[config.mk]
export PLATFORM = sky130hd
export DESIGN_NAME = ansi_escape_to_text_attribute
export DESIGN_NICKNAME = d
export VERILOG_FILES = /design/src/hw/rtl/ansi_pkg.sv /design/src/hw/rtl/ansi_escape_to_text_attribute.sv /design/src/hw/rtl/ansi_sgr_unit.sv /design/src/hw/rtl/ansi_param_mem.sv
export SDC_FILE = /design/constraint.sdc
export NUM_CORES = 1
export LEC_CHECK = 0
export ABC_AREA = 0
export BUFFER_PORTS_ARGS = -buffer_cell sky130_fd_sc_hd__buf_2
export CAP_MARGIN = 20
export CORE_MARGIN = 2
export CORE_UTILIZATION = 65
export DETAILED_ROUTE_END_ITERATION = 10
export PLACE_DENSITY = 0.89
export SLEW_MARGIN = 20
export SYNTH_ARGS = -nofsm -noshare
export SYNTH_HDL_FRONTEND = slang
export SYNTH_HIERARCHICAL = 1
export SYNTH_SLANG_ARGS = --single-unit
[constraint.sdc]
create_clock -name aclk -period 8.4 [get_ports aclk]
set_input_delay 0.84 -clock aclk [delete_from_list [all_inputs] [get_ports aclk]]
set_output_delay 0.84 -clock aclk [all_outputs]
set_load 0.01 [all_outputs]
[src/hw/rtl/ansi_pkg.sv]
`timescale 1ns / 1ps
`default_nettype none
// ----------------------------------------------------------------------------
// ansi_pkg - shared types and constants for the escape-sequence parser
// Character codes, action codes, parameter entry layout and the color
// reorder table used by the SGR update unit and the sequencer.
// ----------------------------------------------------------------------------
package ansi_pkg;

    // Text attribute: [6:4] background, [3] bright, [2:0] foreground (RGB)
    typedef logic [6:0] attr_t;

    // Parameter entry: [8] empty mark, [7:0] value
    typedef logic [8:0] param_t;

    localparam int PARAM_W = 9;
    localparam param_t PARAM_EMPTY = 9'h100;
    localparam param_t PARAM_ZERO  = 9'h000;

    // Action codes on the result channel
    localparam logic [2:0] ACT_PRINT     = 3'd0;
    localparam logic [2:0] ACT_BACKSPACE = 3'd1;
    localparam logic [2:0] ACT_SET_ATTR  = 3'd2;
    localparam logic [2:0] ACT_CLEAR     = 3'd3;
    localparam logic [2:0] ACT_REFRESH   = 3'd4;

    // Character codes
    localparam logic [7:0] CHAR_ESC     = 8'h1B;
    localparam logic [7:0] CHAR_BS      = 8'h08;
    localparam logic [7:0] CHAR_LBRACK  = 8'h5B;
    localparam logic [7:0] CHAR_GREATER = 8'h3E;
    localparam logic [7:0] CHAR_SEMI    = 8'h3B;
    localparam logic [7:0] CHAR_LOWER_M = 8'h6D;
    localparam logic [7:0] CHAR_UPPER_J = 8'h4A;
    localparam logic [7:0] CHAR_LOWER_L = 8'h6C;

    // SGR code ranges
    localparam logic [7:0] SGR_RESET  = 8'd0;
    localparam logic [7:0] SGR_BRIGHT = 8'd1;
    localparam logic [7:0] SGR_FG_LO  = 8'd30;
    localparam logic [7:0] SGR_FG_HI  = 8'd37;
    localparam logic [7:0] SGR_BG_LO  = 8'd40;
    localparam logic [7:0] SGR_BG_HI  = 8'd47;

    localparam logic [2:0] FG_DEFAULT = 3'd7;
    localparam logic [2:0] BG_DEFAULT = 3'd0;

    // Map a BGR color index to RGB bit order
    function automatic logic [2:0] bgr_to_rgb(input logic [2:0] idx);
        logic [2:0] rgb;
        case (idx)
            3'd0:    rgb = 3'd0;
            3'd1:    rgb = 3'd4;
            3'd2:    rgb = 3'd2;
            3'd3:    rgb = 3'd6;
            3'd4:    rgb = 3'd1;
            3'd5:    rgb = 3'd5;
            3'd6:    rgb = 3'd3;
            3'd7:    rgb = 3'd7;
            default: rgb = 3'd0;
        endcase
        return rgb;
    endfunction

endpackage
`default_nettype wire

[src/hw/rtl/ansi_escape_to_text_attribute.sv]
`timescale 1ns / 1ps
`default_nettype none
// ----------------------------------------------------------------------------
// ansi_escape_to_text_attribute - console escape-sequence parser
// Turns a character stream into print, backspace, attribute, clear-screen
// and cursor-refresh requests, tracking the SGR text attribute.
// ----------------------------------------------------------------------------
// Each character's request (if any) is registered and shown on the m_
// channel the cycle after acceptance. The final 'm' of a sequence walks
// the stored parameters (up to MAX_PARAMS) through a single SGR update
// unit, with a memory read state and then an apply state per parameter.
// s_ready stays low during the walk and while an undelivered request blocks
// the output register. Writing cfg_wdata sets the current attribute at once.
// ----------------------------------------------------------------------------
module ansi_escape_to_text_attribute #(
    parameter int MAX_PARAMS = 8
) (
    input  wire        aclk,
    input  wire        aresetn,
    // configuration
    input  wire        cfg_we,
    input  wire [6:0]  cfg_wdata,
    // character requests
    input  wire        s_valid,
    output logic       s_ready,
    input  wire [7:0]  s_in_char,
    // result requests
    output logic       m_valid,
    input  wire        m_ready,
    output logic [2:0] m_action,
    output logic [7:0] m_out_char,
    output logic [6:0] m_attribute
);
    import ansi_pkg::*;

    localparam int IDX_W = (MAX_PARAMS > 1) ? $clog2(MAX_PARAMS) : 1;
    localparam logic [IDX_W-1:0] LAST_IDX = IDX_W'(MAX_PARAMS - 1);
    localparam attr_t ATTR_RESET = 7'd7;

    typedef enum logic [1:0] {
        ST_IDLE,
        ST_READ,
        ST_APPLY
    } state_t;

    state_t           state_reg, state_next;
    logic             in_seq_reg, in_seq_next;
    logic             gt_reg, gt_next;
    logic [IDX_W-1:0] idx_reg, idx_next;
    logic [IDX_W-1:0] walk_reg, walk_next;
    param_t           acc_reg, acc_next;
    attr_t            cur_attr_reg, cur_attr_next;
    attr_t            walk_attr_reg, walk_attr_next;
    logic             m_valid_reg, m_valid_next;
    logic [2:0]       m_action_reg, m_action_next;
    logic [7:0]       m_char_reg, m_char_next;
    attr_t            m_attr_reg, m_attr_next;

    logic             accept;
    logic             mem_we;
    logic             mem_re;
    param_t           mem_rdata;
    attr_t            sgr_attr;
    logic             is_digit;
    logic             is_letter;
    logic [11:0]      acc_scaled;

    // Parameter store and the shared SGR unit
    ansi_param_mem #(
        .DEPTH  (MAX_PARAMS),
        .ADDR_W (IDX_W)
    ) u_mem (
        .aclk    (aclk),
        .wr_en   (mem_we),
        .wr_addr (idx_reg),
        .wr_data (acc_reg),
        .rd_en   (mem_re),
        .rd_addr (walk_reg),
        .rd_data (mem_rdata)
    );

    ansi_sgr_unit u_sgr (
        .attr_in  (walk_attr_reg),
        .param    (mem_rdata),
        .attr_out (sgr_attr)
    );

    // Take a character only when idle and the output slot frees up
    assign s_ready = (state_reg == ST_IDLE) && (!m_valid_reg || m_ready);
    assign accept  = s_valid && s_ready;

    // Classify the incoming character
    always_comb begin
        is_digit  = 1'b0;
        is_letter = 1'b0;
        case (s_in_char) inside
            [8'h30:8'h39]: is_digit  = 1'b1;
            [8'h41:8'h5A],
            [8'h61:8'h7A]: is_letter = 1'b1;
            default: ;
        endcase
    end

    // Decimal accumulate: value * 10 + digit
    assign acc_scaled = ({4'b0, acc_reg[7:0]} << 3) + ({4'b0, acc_reg[7:0]} << 1)
                      + {8'b0, s_in_char[3:0]};

    // Sequencer next state
    always_comb begin
        state_next     = state_reg;
        in_seq_next    = in_seq_reg;
        gt_next        = gt_reg;
        idx_next       = idx_reg;
        walk_next      = walk_reg;
        acc_next       = acc_reg;
        cur_attr_next  = cur_attr_reg;
        walk_attr_next = walk_attr_reg;
        m_valid_next   = m_valid_reg;
        m_action_next  = m_action_reg;
        m_char_next    = m_char_reg;
        m_attr_next    = m_attr_reg;
        mem_we         = 1'b0;
        mem_re         = 1'b0;

        // drop a delivered request
        if (m_valid_reg && m_ready) begin
            m_valid_next = 1'b0;
        end

        case (state_reg)
            ST_IDLE: begin
                if (accept) begin
                    if (!in_seq_reg) begin
                        if (s_in_char == CHAR_ESC) begin
                            in_seq_next = 1'b1;
                            gt_next     = 1'b0;
                            idx_next    = '0;
                            acc_next    = PARAM_ZERO;
                        end else if (s_in_char == CHAR_BS) begin
                            m_valid_next  = 1'b1;
                            m_action_next = ACT_BACKSPACE;
                            m_char_next   = 8'd0;
                            m_attr_next   = cur_attr_reg;
                        end else begin
                            m_valid_next  = 1'b1;
                            m_action_next = ACT_PRINT;
                            m_char_next   = s_in_char;
                            m_attr_next   = cur_attr_reg;
                        end
                    end else if (s_in_char == CHAR_LBRACK) begin
                        in_seq_next = 1'b1;
                    end else if (s_in_char == CHAR_GREATER) begin
                        gt_next = 1'b1;
                    end else if (is_digit) begin
                        if (acc_reg[8]) begin
                            acc_next = {5'b0, s_in_char[3:0]};
                        end else if (acc_scaled > 12'd255) begin
                            acc_next = {1'b0, 8'hFF};
                        end else begin
                            acc_next = {1'b0, acc_scaled[7:0]};
                        end
                    end else if (s_in_char == CHAR_SEMI) begin
                        // close the current parameter unless the store is full
                        if (idx_reg != LAST_IDX) begin
                            mem_we   = 1'b1;
                            idx_next = idx_reg + 1'b1;
                            acc_next = PARAM_EMPTY;
                        end
                    end else begin
                        in_seq_next = 1'b0;
                        idx_next    = '0;
                        if (is_letter && s_in_char == CHAR_LOWER_M) begin
                            // store the last parameter and start the walk
                            mem_we         = 1'b1;
                            idx_next       = idx_reg;
                            walk_next      = '0;
                            walk_attr_next = cur_attr_reg;
                            state_next     = ST_READ;
                        end else if (is_letter && s_in_char == CHAR_UPPER_J) begin
                            m_valid_next  = 1'b1;
                            m_action_next = ACT_CLEAR;
                            m_char_next   = 8'd0;
                            m_attr_next   = cur_attr_reg;
                        end else if (is_letter && s_in_char == CHAR_LOWER_L && gt_reg) begin
                            m_valid_next  = 1'b1;
                            m_action_next = ACT_REFRESH;
                            m_char_next   = 8'd0;
                            m_attr_next   = cur_attr_reg;
                        end
                    end
                end
            end
            ST_READ: begin
                mem_re     = 1'b1;
                state_next = ST_APPLY;
            end
            ST_APPLY: begin
                walk_attr_next = sgr_attr;
                if (walk_reg == idx_reg) begin
                    // last parameter: commit and emit the attribute
                    cur_attr_next = sgr_attr;
                    m_valid_next  = 1'b1;
                    m_action_next = ACT_SET_ATTR;
                    m_char_next   = 8'd0;
                    m_attr_next   = sgr_attr;
                    idx_next      = '0;
                    state_next    = ST_IDLE;
                end else begin
                    walk_next  = walk_reg + 1'b1;
                    state_next = ST_READ;
                end
            end
            default: begin
                state_next = ST_IDLE;
            end
        endcase

        // configuration write loads the attribute
        if (cfg_we) begin
            cur_attr_next = cfg_wdata;
        end
    end

    // Hold state and registered outputs
    always_ff @(posedge aclk) begin
        if (!aresetn) begin
            state_reg    <= ST_IDLE;
            in_seq_reg   <= 1'b0;
            gt_reg       <= 1'b0;
            idx_reg      <= '0;
            cur_attr_reg <= ATTR_RESET;
            m_valid_reg  <= 1'b0;
        end else begin
            state_reg    <= state_next;
            in_seq_reg   <= in_seq_next;
            gt_reg       <= gt_next;
            idx_reg      <= idx_next;
            cur_attr_reg <= cur_attr_next;
            m_valid_reg  <= m_valid_next;
        end
        walk_reg      <= walk_next;
        acc_reg       <= acc_next;
        walk_attr_reg <= walk_attr_next;
        m_action_reg  <= m_action_next;
        m_char_reg    <= m_char_next;
        m_attr_reg    <= m_attr_next;
    end

    assign m_valid     = m_valid_reg;
    assign m_action    = m_action_reg;
    assign m_out_char  = m_char_reg;
    assign m_attribute = m_attr_reg;

endmodule
`default_nettype wire

[src/hw/rtl/ansi_sgr_unit.sv]
`timescale 1ns / 1ps
`default_nettype none
// ----------------------------------------------------------------------------
// ansi_sgr_unit - apply one SGR parameter to a text attribute
// Shared compare-and-map unit; the sequencer feeds it one stored
// parameter per step and keeps the running attribute.
// ----------------------------------------------------------------------------
module ansi_sgr_unit (
    input  wire ansi_pkg::attr_t  attr_in,
    input  wire ansi_pkg::param_t param,
    output ansi_pkg::attr_t       attr_out
);
    import ansi_pkg::*;

    logic [2:0] fg;
    logic [2:0] bg;
    logic       hi;
    logic [7:0] val;
    logic [7:0] fg_off;

    assign val    = param[7:0];
    assign fg_off = val - SGR_FG_LO;

    // Update the color fields for one code; skip empty entries
    always_comb begin
        fg = attr_in[2:0];
        hi = attr_in[3];
        bg = attr_in[6:4];
        if (!param[8]) begin
            case (val) inside
                [SGR_FG_LO:SGR_FG_HI]: fg = bgr_to_rgb(fg_off[2:0]);
                [SGR_BG_LO:SGR_BG_HI]: bg = bgr_to_rgb(val[2:0]);
                SGR_BRIGHT:            hi = 1'b1;
                SGR_RESET: begin
                    fg = FG_DEFAULT;
                    bg = BG_DEFAULT;
                    hi = 1'b0;
                end
                default: ;
            endcase
        end
    end

    assign attr_out = {bg, hi, fg};

endmodule
`default_nettype wire

[src/hw/rtl/ansi_param_mem.sv]
`timescale 1ns / 1ps
`default_nettype none
// ----------------------------------------------------------------------------
// ansi_param_mem - parameter store
// One write port and one read port with registered read data.
// ----------------------------------------------------------------------------
module ansi_param_mem #(
    parameter int DEPTH  = 8,
    parameter int ADDR_W = 3
) (
    input  wire                    aclk,
    input  wire                    wr_en,
    input  wire [ADDR_W-1:0]       wr_addr,
    input  wire ansi_pkg::param_t  wr_data,
    input  wire                    rd_en,
    input  wire [ADDR_W-1:0]       rd_addr,
    output ansi_pkg::param_t       rd_data
);
    import ansi_pkg::*;

    param_t mem [DEPTH];
    param_t rd_data_reg;

    // Write one entry
    always_ff @(posedge aclk) begin
        if (wr_en) begin
            mem[wr_addr] <= wr_data;
        end
    end

    // Register the read data
    always_ff @(posedge aclk) begin
        if (rd_en) begin
            rd_data_reg <= mem[rd_addr];
        end
    end

    assign rd_data = rd_data_reg;

endmodule
`default_nettype wire
==> results of run 1 <==
## cells by family (layout without fill, tap and decap cells)
kind of cell / after synthesis / after routing / share of synthesized area, %
buffers and inverters: 25 / 84 / 2.00
adder cells (fa/ha/maj): 21 / 21 / 4.53
AND/OR/NAND/NOR: 141 / 141 / 12.1
flip-flops: 133 / 133 / 62.7
AO/OA/AOI/OAI: 51 / 51 / 5.80
XOR/XNOR: 8 / 8 / 1.14
multiplexers: 41 / 41 / 11.7
## worst register-to-register path, stage by stage, from the launching register on
cell	delay, ps
edfxtp_1	1030
xor2_1	250
nor4_4	720
a21oi_1	230
a21oi_2	800
## report_power, final
group	leakage, nW	total [mW]	internal (mW)	switching, mW
combinational	1.04	0.0393	0.0153	0.0241
sequential	1.23	0.723	0.720	0.00239
clock	0.293	0.744	0.478	0.266
total	2.57	1.51	1.21	0.292
## metal layers
metal	up-vias	global-route usage [%]	wire, um
met1	1863	33.6	4990
met4	0	12.3	260
met5	-	0	0
met2	158	43.5	6320
li1	1727	-	-
met3	28	6.52	704
## stage by stage
stage | hold WS [ps] | util [%] | instance area [um^2]
detailed placement | 475 | 69.6 | 6400
finish | 510 | 76.2 | 7010
global placement | 476 | 69.6 | 6400
floorplan | 437 | - | 6130
CTS | 504 | 76.1 | 7000
global route | 553 | 76.2 | 7010
## final cells by class
cell class              count  share of cell area, %
clock buffers              17                   5.91
clock inverters            14                   2.66
inverters                  13                  0.696
multi-input cells         262                   31.0
flip-flops and latches    133                   54.8
well taps                 111                   1.98
repair buffers             40                   2.89
## final timing paths
check                             from                  endpoint  slack [ps]
min                gt_reg$_SDFFE_PN0P_       gt_reg$_SDFFE_PN0P_         510
max          walk_reg[0]$_SDFFCE_PN0P_  m_attribute[2]$_DFFE_PP_        4970
max reg2reg  walk_reg[0]$_SDFFCE_PN0P_  m_attribute[2]$_DFFE_PP_        4970
min reg2reg        gt_reg$_SDFFE_PN0P_       gt_reg$_SDFFE_PN0P_         510
## placed cells by master, fill, tap and decap left out, drive strengths merged, types with 9 or more instances in the layout
cell / synthesis / final
a21oi: 19 / 19
buf: 6 / 40
clkbuf: 6 / 17
dfxtp: 15 / 15
edfxtp: 118 / 118
ha: 19 / 19
inv: 13 / 13
mux2: 13 / 13
mux2i: 10 / 10
mux4: 18 / 18
nand2: 42 / 42
nor2: 40 / 40
nor3: 12 / 12
nor4: 9 / 9
==> summary.txt, run 1 <==
Worst setup path
  – Critical path's top delay family: flip-flops
  – CP startpoint kind: flip-flop
  – Worst Path Required: ~8500 ps
  – CP Data Arrival Time: 3570 ps
  – Worst Path Buf+Inv: 0
  – Reg2Reg Depth: 4
  – CP max stage delay: roughly 1000 ps
  – Critical Setup Path Class: reg -> reg
  – Crit. End Element: flip-flop
  – Critical path, cell by cell: xor2_1, nor4_4, a21oi_1, a21oi_2
  – Levels on crit path: 4
  – CP Max Fanout: 21
  – Worst path slowest cell: edfxtp_1

Logic synthesis
  – Netlist Area Pre-Place: between 6000 and 7000 um^2
  – Number of synthesized flops with an enable pin: 118
  – Prevailing post-synth register cell: edfxtp_1
  – Mapped Avg Cell Area: 14.6 um^2
  – Count of different cell masters after synthesis: 54
  – Post-synth ARST share: 0%
  – Synth Instances: 420
  – Top cells by count, synth: edfxtp_1, nand2_1, nor2_1
  – Sequential cell area fraction in the yosys report: a little over three fifths
  – Mapped Nets: roughly 460
  – Leading area contributor after synthesis: edfxtp_1
  – Ys Warns: 6
  – Synth top area share: roughly 58%
  – Area contributors post-synth: edfxtp_1, mux4_1, dfxtp_1
  – FF+latch count, synth: 133
  – Most common cell in the synthesized netlist: edfxtp_1

STA
  – Fin crit share: between 40% and 50%
  – Final hold violations: 0
  – Period minus WS final: 3430 ps
  – Final WS setup: a little under 5000 ps
  – RSZ-0062 raised after global routing: false
  – Setup Skew: slightly above 8 ps
  – Worst slew pin tran: 1090 ps
  – Final Max Slew Viols: 0
  – Max Clock Freq: approximately 290 MHz
  – Setup TNS: 0 ps
  – Rel. slew slack: approximately 27%
  – Final setup fails: 0

Die
  – Starting Density: 66.7%
  – Num ports: 40
  – Die area: about 10000 um^2
  – Core ar.: ~9000 um^2
  – DIE WIDTH: between 100 and 150 um
  – Die height: between 100 and 150 um
  – Rows: 35

Run status
  – Outcome: finished clean

Route
  – Via density: ~6.4
  – DR DRC count: 0
  – Routed vias: around 3800
  – Avg WL per Cell: ~21 um
  – Routed WL: between 10000 and 15000 um
  – Drt first pass iters: 5
  – DR iter-0 viols: 330
  – DRT antenna net count: 0

Global route
  – Largest net degree at the start of global routing: 22
  – Vias in the first global route: approximately 3800
  – Global-route wire length before repair: 19800 um
  – Gr ovfl total: 0
  – Antenna violations before repair: 0
  – GRT Overall Usage: between 20% and 30%

Placed design
  – HPWL Detailed: around 8000 um
  – Pre-CTS WS: around 4700 ps
  – Port bufs: 39
  – Placed instance count: approximately 560
  – GP Congestion: between 0.9 and 1

CTS
  – Clock slew at reported path FFs: about 60 ps
  – CTS tree: yes
  – CTS resizes: 0
  – CTS Hold Bufs: 0
  – Post-CTS Setup Repair Bufs: 0
  – H-tree Lvls: 4
  – Clock Sinks: roughly 130
  – Total CTS buffers: 17
  – Clock root buffer: clkbuf_8
  – Worst skew pair latency: 520 ps
  – Worst-case clock buffer depth: 2

Layout
  – Multi-input combinational cell area: 2180 um^2
  – Max reg flops: 72
  – Syn-to-layout area delta: 14.4%
  – Ant. Diodes: 0
  – Post-Layout Cell Count: 590
  – Layout cell share with drive strength beyond 1: 20.7%
  – Fill cells: 510
  – Net total in the final layout: between 500 and 600
  – Register area: about 3800 um^2

Power and ir drop
  – Pleak: 2.57 nW
  – Pwr Density: ~210 nW/um^2
  – Final Power: 1.51 mW
  – VDD IR-drop max: 0.000189 V

Min path
  – Hold WC Path Type: reg -> reg
  – Hold Path Stages: 2

Flow run
  – # Max-Cap Violations: 0
Power figures use the tool's default switching activity.
==> run 2: changes to the inputs <==
--- a/config.mk
+++ b/config.mk
@@ -9,9 +9,9 @@
 export BUFFER_PORTS_ARGS = -buffer_cell sky130_fd_sc_hd__buf_2
 export CAP_MARGIN = 20
 export CORE_MARGIN = 2
-export CORE_UTILIZATION = 65
+export CORE_UTILIZATION = 60
 export DETAILED_ROUTE_END_ITERATION = 10
-export PLACE_DENSITY = 0.89
+export PLACE_DENSITY = 0.83
 export SLEW_MARGIN = 20
 export SYNTH_ARGS = -nofsm -noshare
 export SYNTH_HDL_FRONTEND = slang
==> constraint.sdc (replaced) <==
create_clock -name aclk -period 3.55 [get_ports aclk]
set_input_delay 0.355 -clock aclk [delete_from_list [all_inputs] [get_ports aclk]]
set_output_delay 0.355 -clock aclk [all_outputs]
set_load 0.01 [all_outputs]
==> summary.txt, run 2 (synthesis results as in run 1) <==
STA
  – Max Clock Freq: 309 MHz (was 291 MHz)
  – Setup TNS: 0 ps (unchanged)
  – Final hold violations: 0 (unchanged)
  – Worst slew pin tran: 910 ps (was 1090 ps)
  – Final setup fails: 0 (unchanged)
  – Final hold slack: 71.5 ps (was 510 ps)
  – Setup Skew: 10.7 ps (was 8.12 ps)
  – Fin crit share: 91.2% (was 40.9%)
  – Rel. slew slack: 39.2% (was 27.0%)
  – RSZ-0062 raised after global routing: false (unchanged)
  – Period minus WS final: 3240 ps (was 3430 ps)
  – Final Max Slew Viols: 0 (unchanged)

Layout
  – Fill cells: 575 (was 510)
  – Syn-to-layout area delta: 15.7% (was 14.4%)
  – Layout cell share with drive strength beyond 1: 22.5% (was 20.7%)
  – Commonest non-fill, non-tap cells in the layout: edfxtp_1, nand2_1, nor2_1, buf_2, ha_1 (unchanged)
  – Ant. Diodes: 0 (unchanged)
  – Net total in the final layout: 521 (was 508)
  – Commonest non-fill, non-tap cell in the layout: edfxtp_1 (unchanged)
  – Max reg flops: 72 (unchanged)
  – Post-Layout Cell Count: 626 (was 590)

Flow run
  – # Max-Cap Violations: 0 (unchanged)

Worst setup path
  – Reg2Reg Depth: 8 (was 4)
  – Most used cell, CP: fa_1
  – Levels on crit path: 8 (was 4)
  – Crit. End Element: flip-flop (unchanged)
  – Critical register-to-register path startpoint: acc_reg[0]$_SDFFCE_PN0P_ (was walk_reg[0]$_SDFFCE_PN0P_)
  – Worst path slowest cell: fa_1 (was edfxtp_1)
  – CP Data Arrival Time: 3480 ps (was 3570 ps)
  – CP max stage delay: 600 ps (was 1030 ps)
  – Reg2Reg Setup Slack: 310 ps (was 4970 ps)
  – RR Endpoint: acc_reg[3]$_SDFFCE_PN0P_ (was m_attribute[2]$_DFFE_PP_)
  – Critical path, cell by cell: fa_1, inv_1, fa_1, nand2b_1, nor4_1, nand4_1, a21oi_1, a311oi_1 (was xor2_1, nor4_4, a21oi_1, a21oi_2)
  – Critical path's top delay family: adder cells (was flip-flops)
  – CP Max Fanout: 10 (was 21)
  – Worst Path Required: 3790 ps (was 8540 ps)
  – Critical Setup Path Class: reg -> reg (unchanged)
  – Worst Path Buf+Inv: 1 (was 0)
  – Crit path capture: acc_reg[3]$_SDFFCE_PN0P_ (was m_attribute[2]$_DFFE_PP_)
  – CP startpoint kind: flip-flop (unchanged)
  – Launch point of the worst path: acc_reg[0]$_SDFFCE_PN0P_ (was walk_reg[0]$_SDFFCE_PN0P_)

Power and ir drop
  – Net Sw Frac: 21.9% (was 19.4%)
  – Sw power: 758 uW (was 292 uW)
  – VDD IR-drop max: 0.000301 V (was 0.000189 V)
  – Sequential share of power: 49.3% (was 48.0%)
  – Comb power frac: 2.7% (was 2.6%)
  – Pwr Density: 489 nW/um^2 (was 215 nW/um^2)
  – Pleak: 2.61 nW (was 2.57 nW)
  – Clock power frac: 48.0% (was 49.4%)
  – Power Internal: 2.71 mW (was 1.21 mW)

Global route
  – Global-route wire length before repair: 19600 um (was 19800 um)
  – Vias in the first global route: 3735 (was 3848)
  – GRT Overall Usage: 24.0% (was 26.5%)
  – Largest net degree at the start of global routing: 22 (unchanged)
  – Gr ovfl total: 0 (unchanged)
  – Antenna violations before repair: 0 (unchanged)

CTS
  – H-tree Lvls: 4 (unchanged)
  – Worst skew pair latency: 530 ps (was 520 ps)
  – CTS resizes: 0 (unchanged)
  – Post-CTS Setup Repair Bufs: 0 (unchanged)
  – Total CTS buffers: 17 (unchanged)
  – CTS tree: yes (unchanged)
  – CTS Hold Bufs: 0 (unchanged)
  – Clock slew at reported path FFs: 60 ps (about the same)
  – Clock root buffer: clkbuf_8 (unchanged)
  – Clock Sinks: 133 (unchanged)
  – Worst-case clock buffer depth: 2 (unchanged)

Die
  – Die area: 11000 um^2 (was 10200 um^2)
  – Rows: 36 (was 35)
  – Die height: 105 um (was 101 um)
  – Core ar.: 9860 um^2 (was 9200 um^2)
  – DIE WIDTH: 105 um (was 101 um)
  – Starting Density: 62.1% (was 66.7%)
  – Num ports: 40 (unchanged)

Route
  – DRT antenna net count: 0 (unchanged)
  – Via density: 6.00 (was 6.40)
  – Drt first pass iters: 5 (unchanged)
  – Routed WL: 12400 um (was 12300 um)
  – DR iter-0 viols: 253 (was 330)
  – Routed vias: 3757 (was 3776)
  – DR DRC count: 0 (unchanged)
  – Avg WL per Cell: 19.8 um (was 20.8 um)

Run status
  – Outcome: finished clean (unchanged)

Placed design
  – HPWL Detailed: 8200 um (was 7810 um)
  – Placed instance count: 594 (was 559)
  – Port bufs: 39 (unchanged)
  – GP Congestion: 0.877 (was 0.944)

Min path
  – Hold WC Path Type: in -> reg (was reg -> reg)
-- run 2: area by class of cell --
type / count / area (um^2) / area share [%]
clock buffer: 18 / 428 / 6.03
tap: 133 / 166 / 2.35
sequential: 133 / 3840 / 54.2
inverter: 13 / 48.8 / 0.688
multi-input combinational: 262 / 2170 / 30.5
timing repair buffer: 53 / 300 / 4.23
clock inverter: 14 / 140 / 1.98
-- run 2: layer usage --
metal,wire length [um],vias up,track usage [%]
li1,-,1750,-
met1,5180,1857,30.8
met2,6410,129,40.6
met3,563,21,4.30
met4,243,0,9.52
met5,0,-,0
-- run 2: worst min-delay path by stage --
stage | startpoint | slack (ps) | cells past startpoint | to
2_1_floorplan | gt_reg$_SDFFE_PN0P_ | 440 | 2 | gt_reg$_SDFFE_PN0P_
3_3_place_gp | gt_reg$_SDFFE_PN0P_ | 470 | 2 | gt_reg$_SDFFE_PN0P_
5_1_grt | cfg_wdata[0] | 70 | 3 | cur_attr_reg[0]$_SDFFE_PN1P_
6_report | cfg_wdata[2] | 70 | 3 | cur_attr_reg[2]$_SDFFE_PN1P_
4_1_cts | cfg_wdata[2] | 50 | 3 | cur_attr_reg[2]$_SDFFE_PN1P_
3_5_place_dp | gt_reg$_SDFFE_PN0P_ | 480 | 2 | gt_reg$_SDFFE_PN0P_
-- run 2: per-stage QoR --
| step | area (um^2) | utilization, % | power (mW) | setup WS [ps] |
|---|---|---|---|---|
| finish | 7090 | 71.9 | 3.47 | 311 |
| global route | 7090 | 71.9 | 3.56 | 149 |
| CTS | 7090 | 71.9 | 3.48 | 331 |
| detailed placement | 6530 | 66.2 | 1.83 | 368 |
| global placement | 6530 | 66.2 | 1.83 | 524 |
| floorplan | 6130 | - | 1.79 | 727 |
-- run 2: power groups by stage --
| stage | sequential [mW] | combinational, mW | clock (mW) |
|---|---|---|---|
| final | 1.71 | 0.0935 | 1.66 |
| after global routing | 1.71 | 0.103 | 1.75 |
| after floorplan | 1.75 | 0.0427 | 0 |
| after CTS | 1.71 | 0.0930 | 1.68 |
| after detailed placement | 1.74 | 0.0922 | 0 |
| after global placement | 1.74 | 0.0890 | 0 |
-- run 2: worst register-to-register path, cell delays in order, from the launching register on --
cell	delay, ps
edfxtp_1	530
fa_1	600
inv_1	70
fa_1	450
nand2b_1	210
nor4_1	240
nand4_1	130
a21oi_1	540
a311oi_1	200
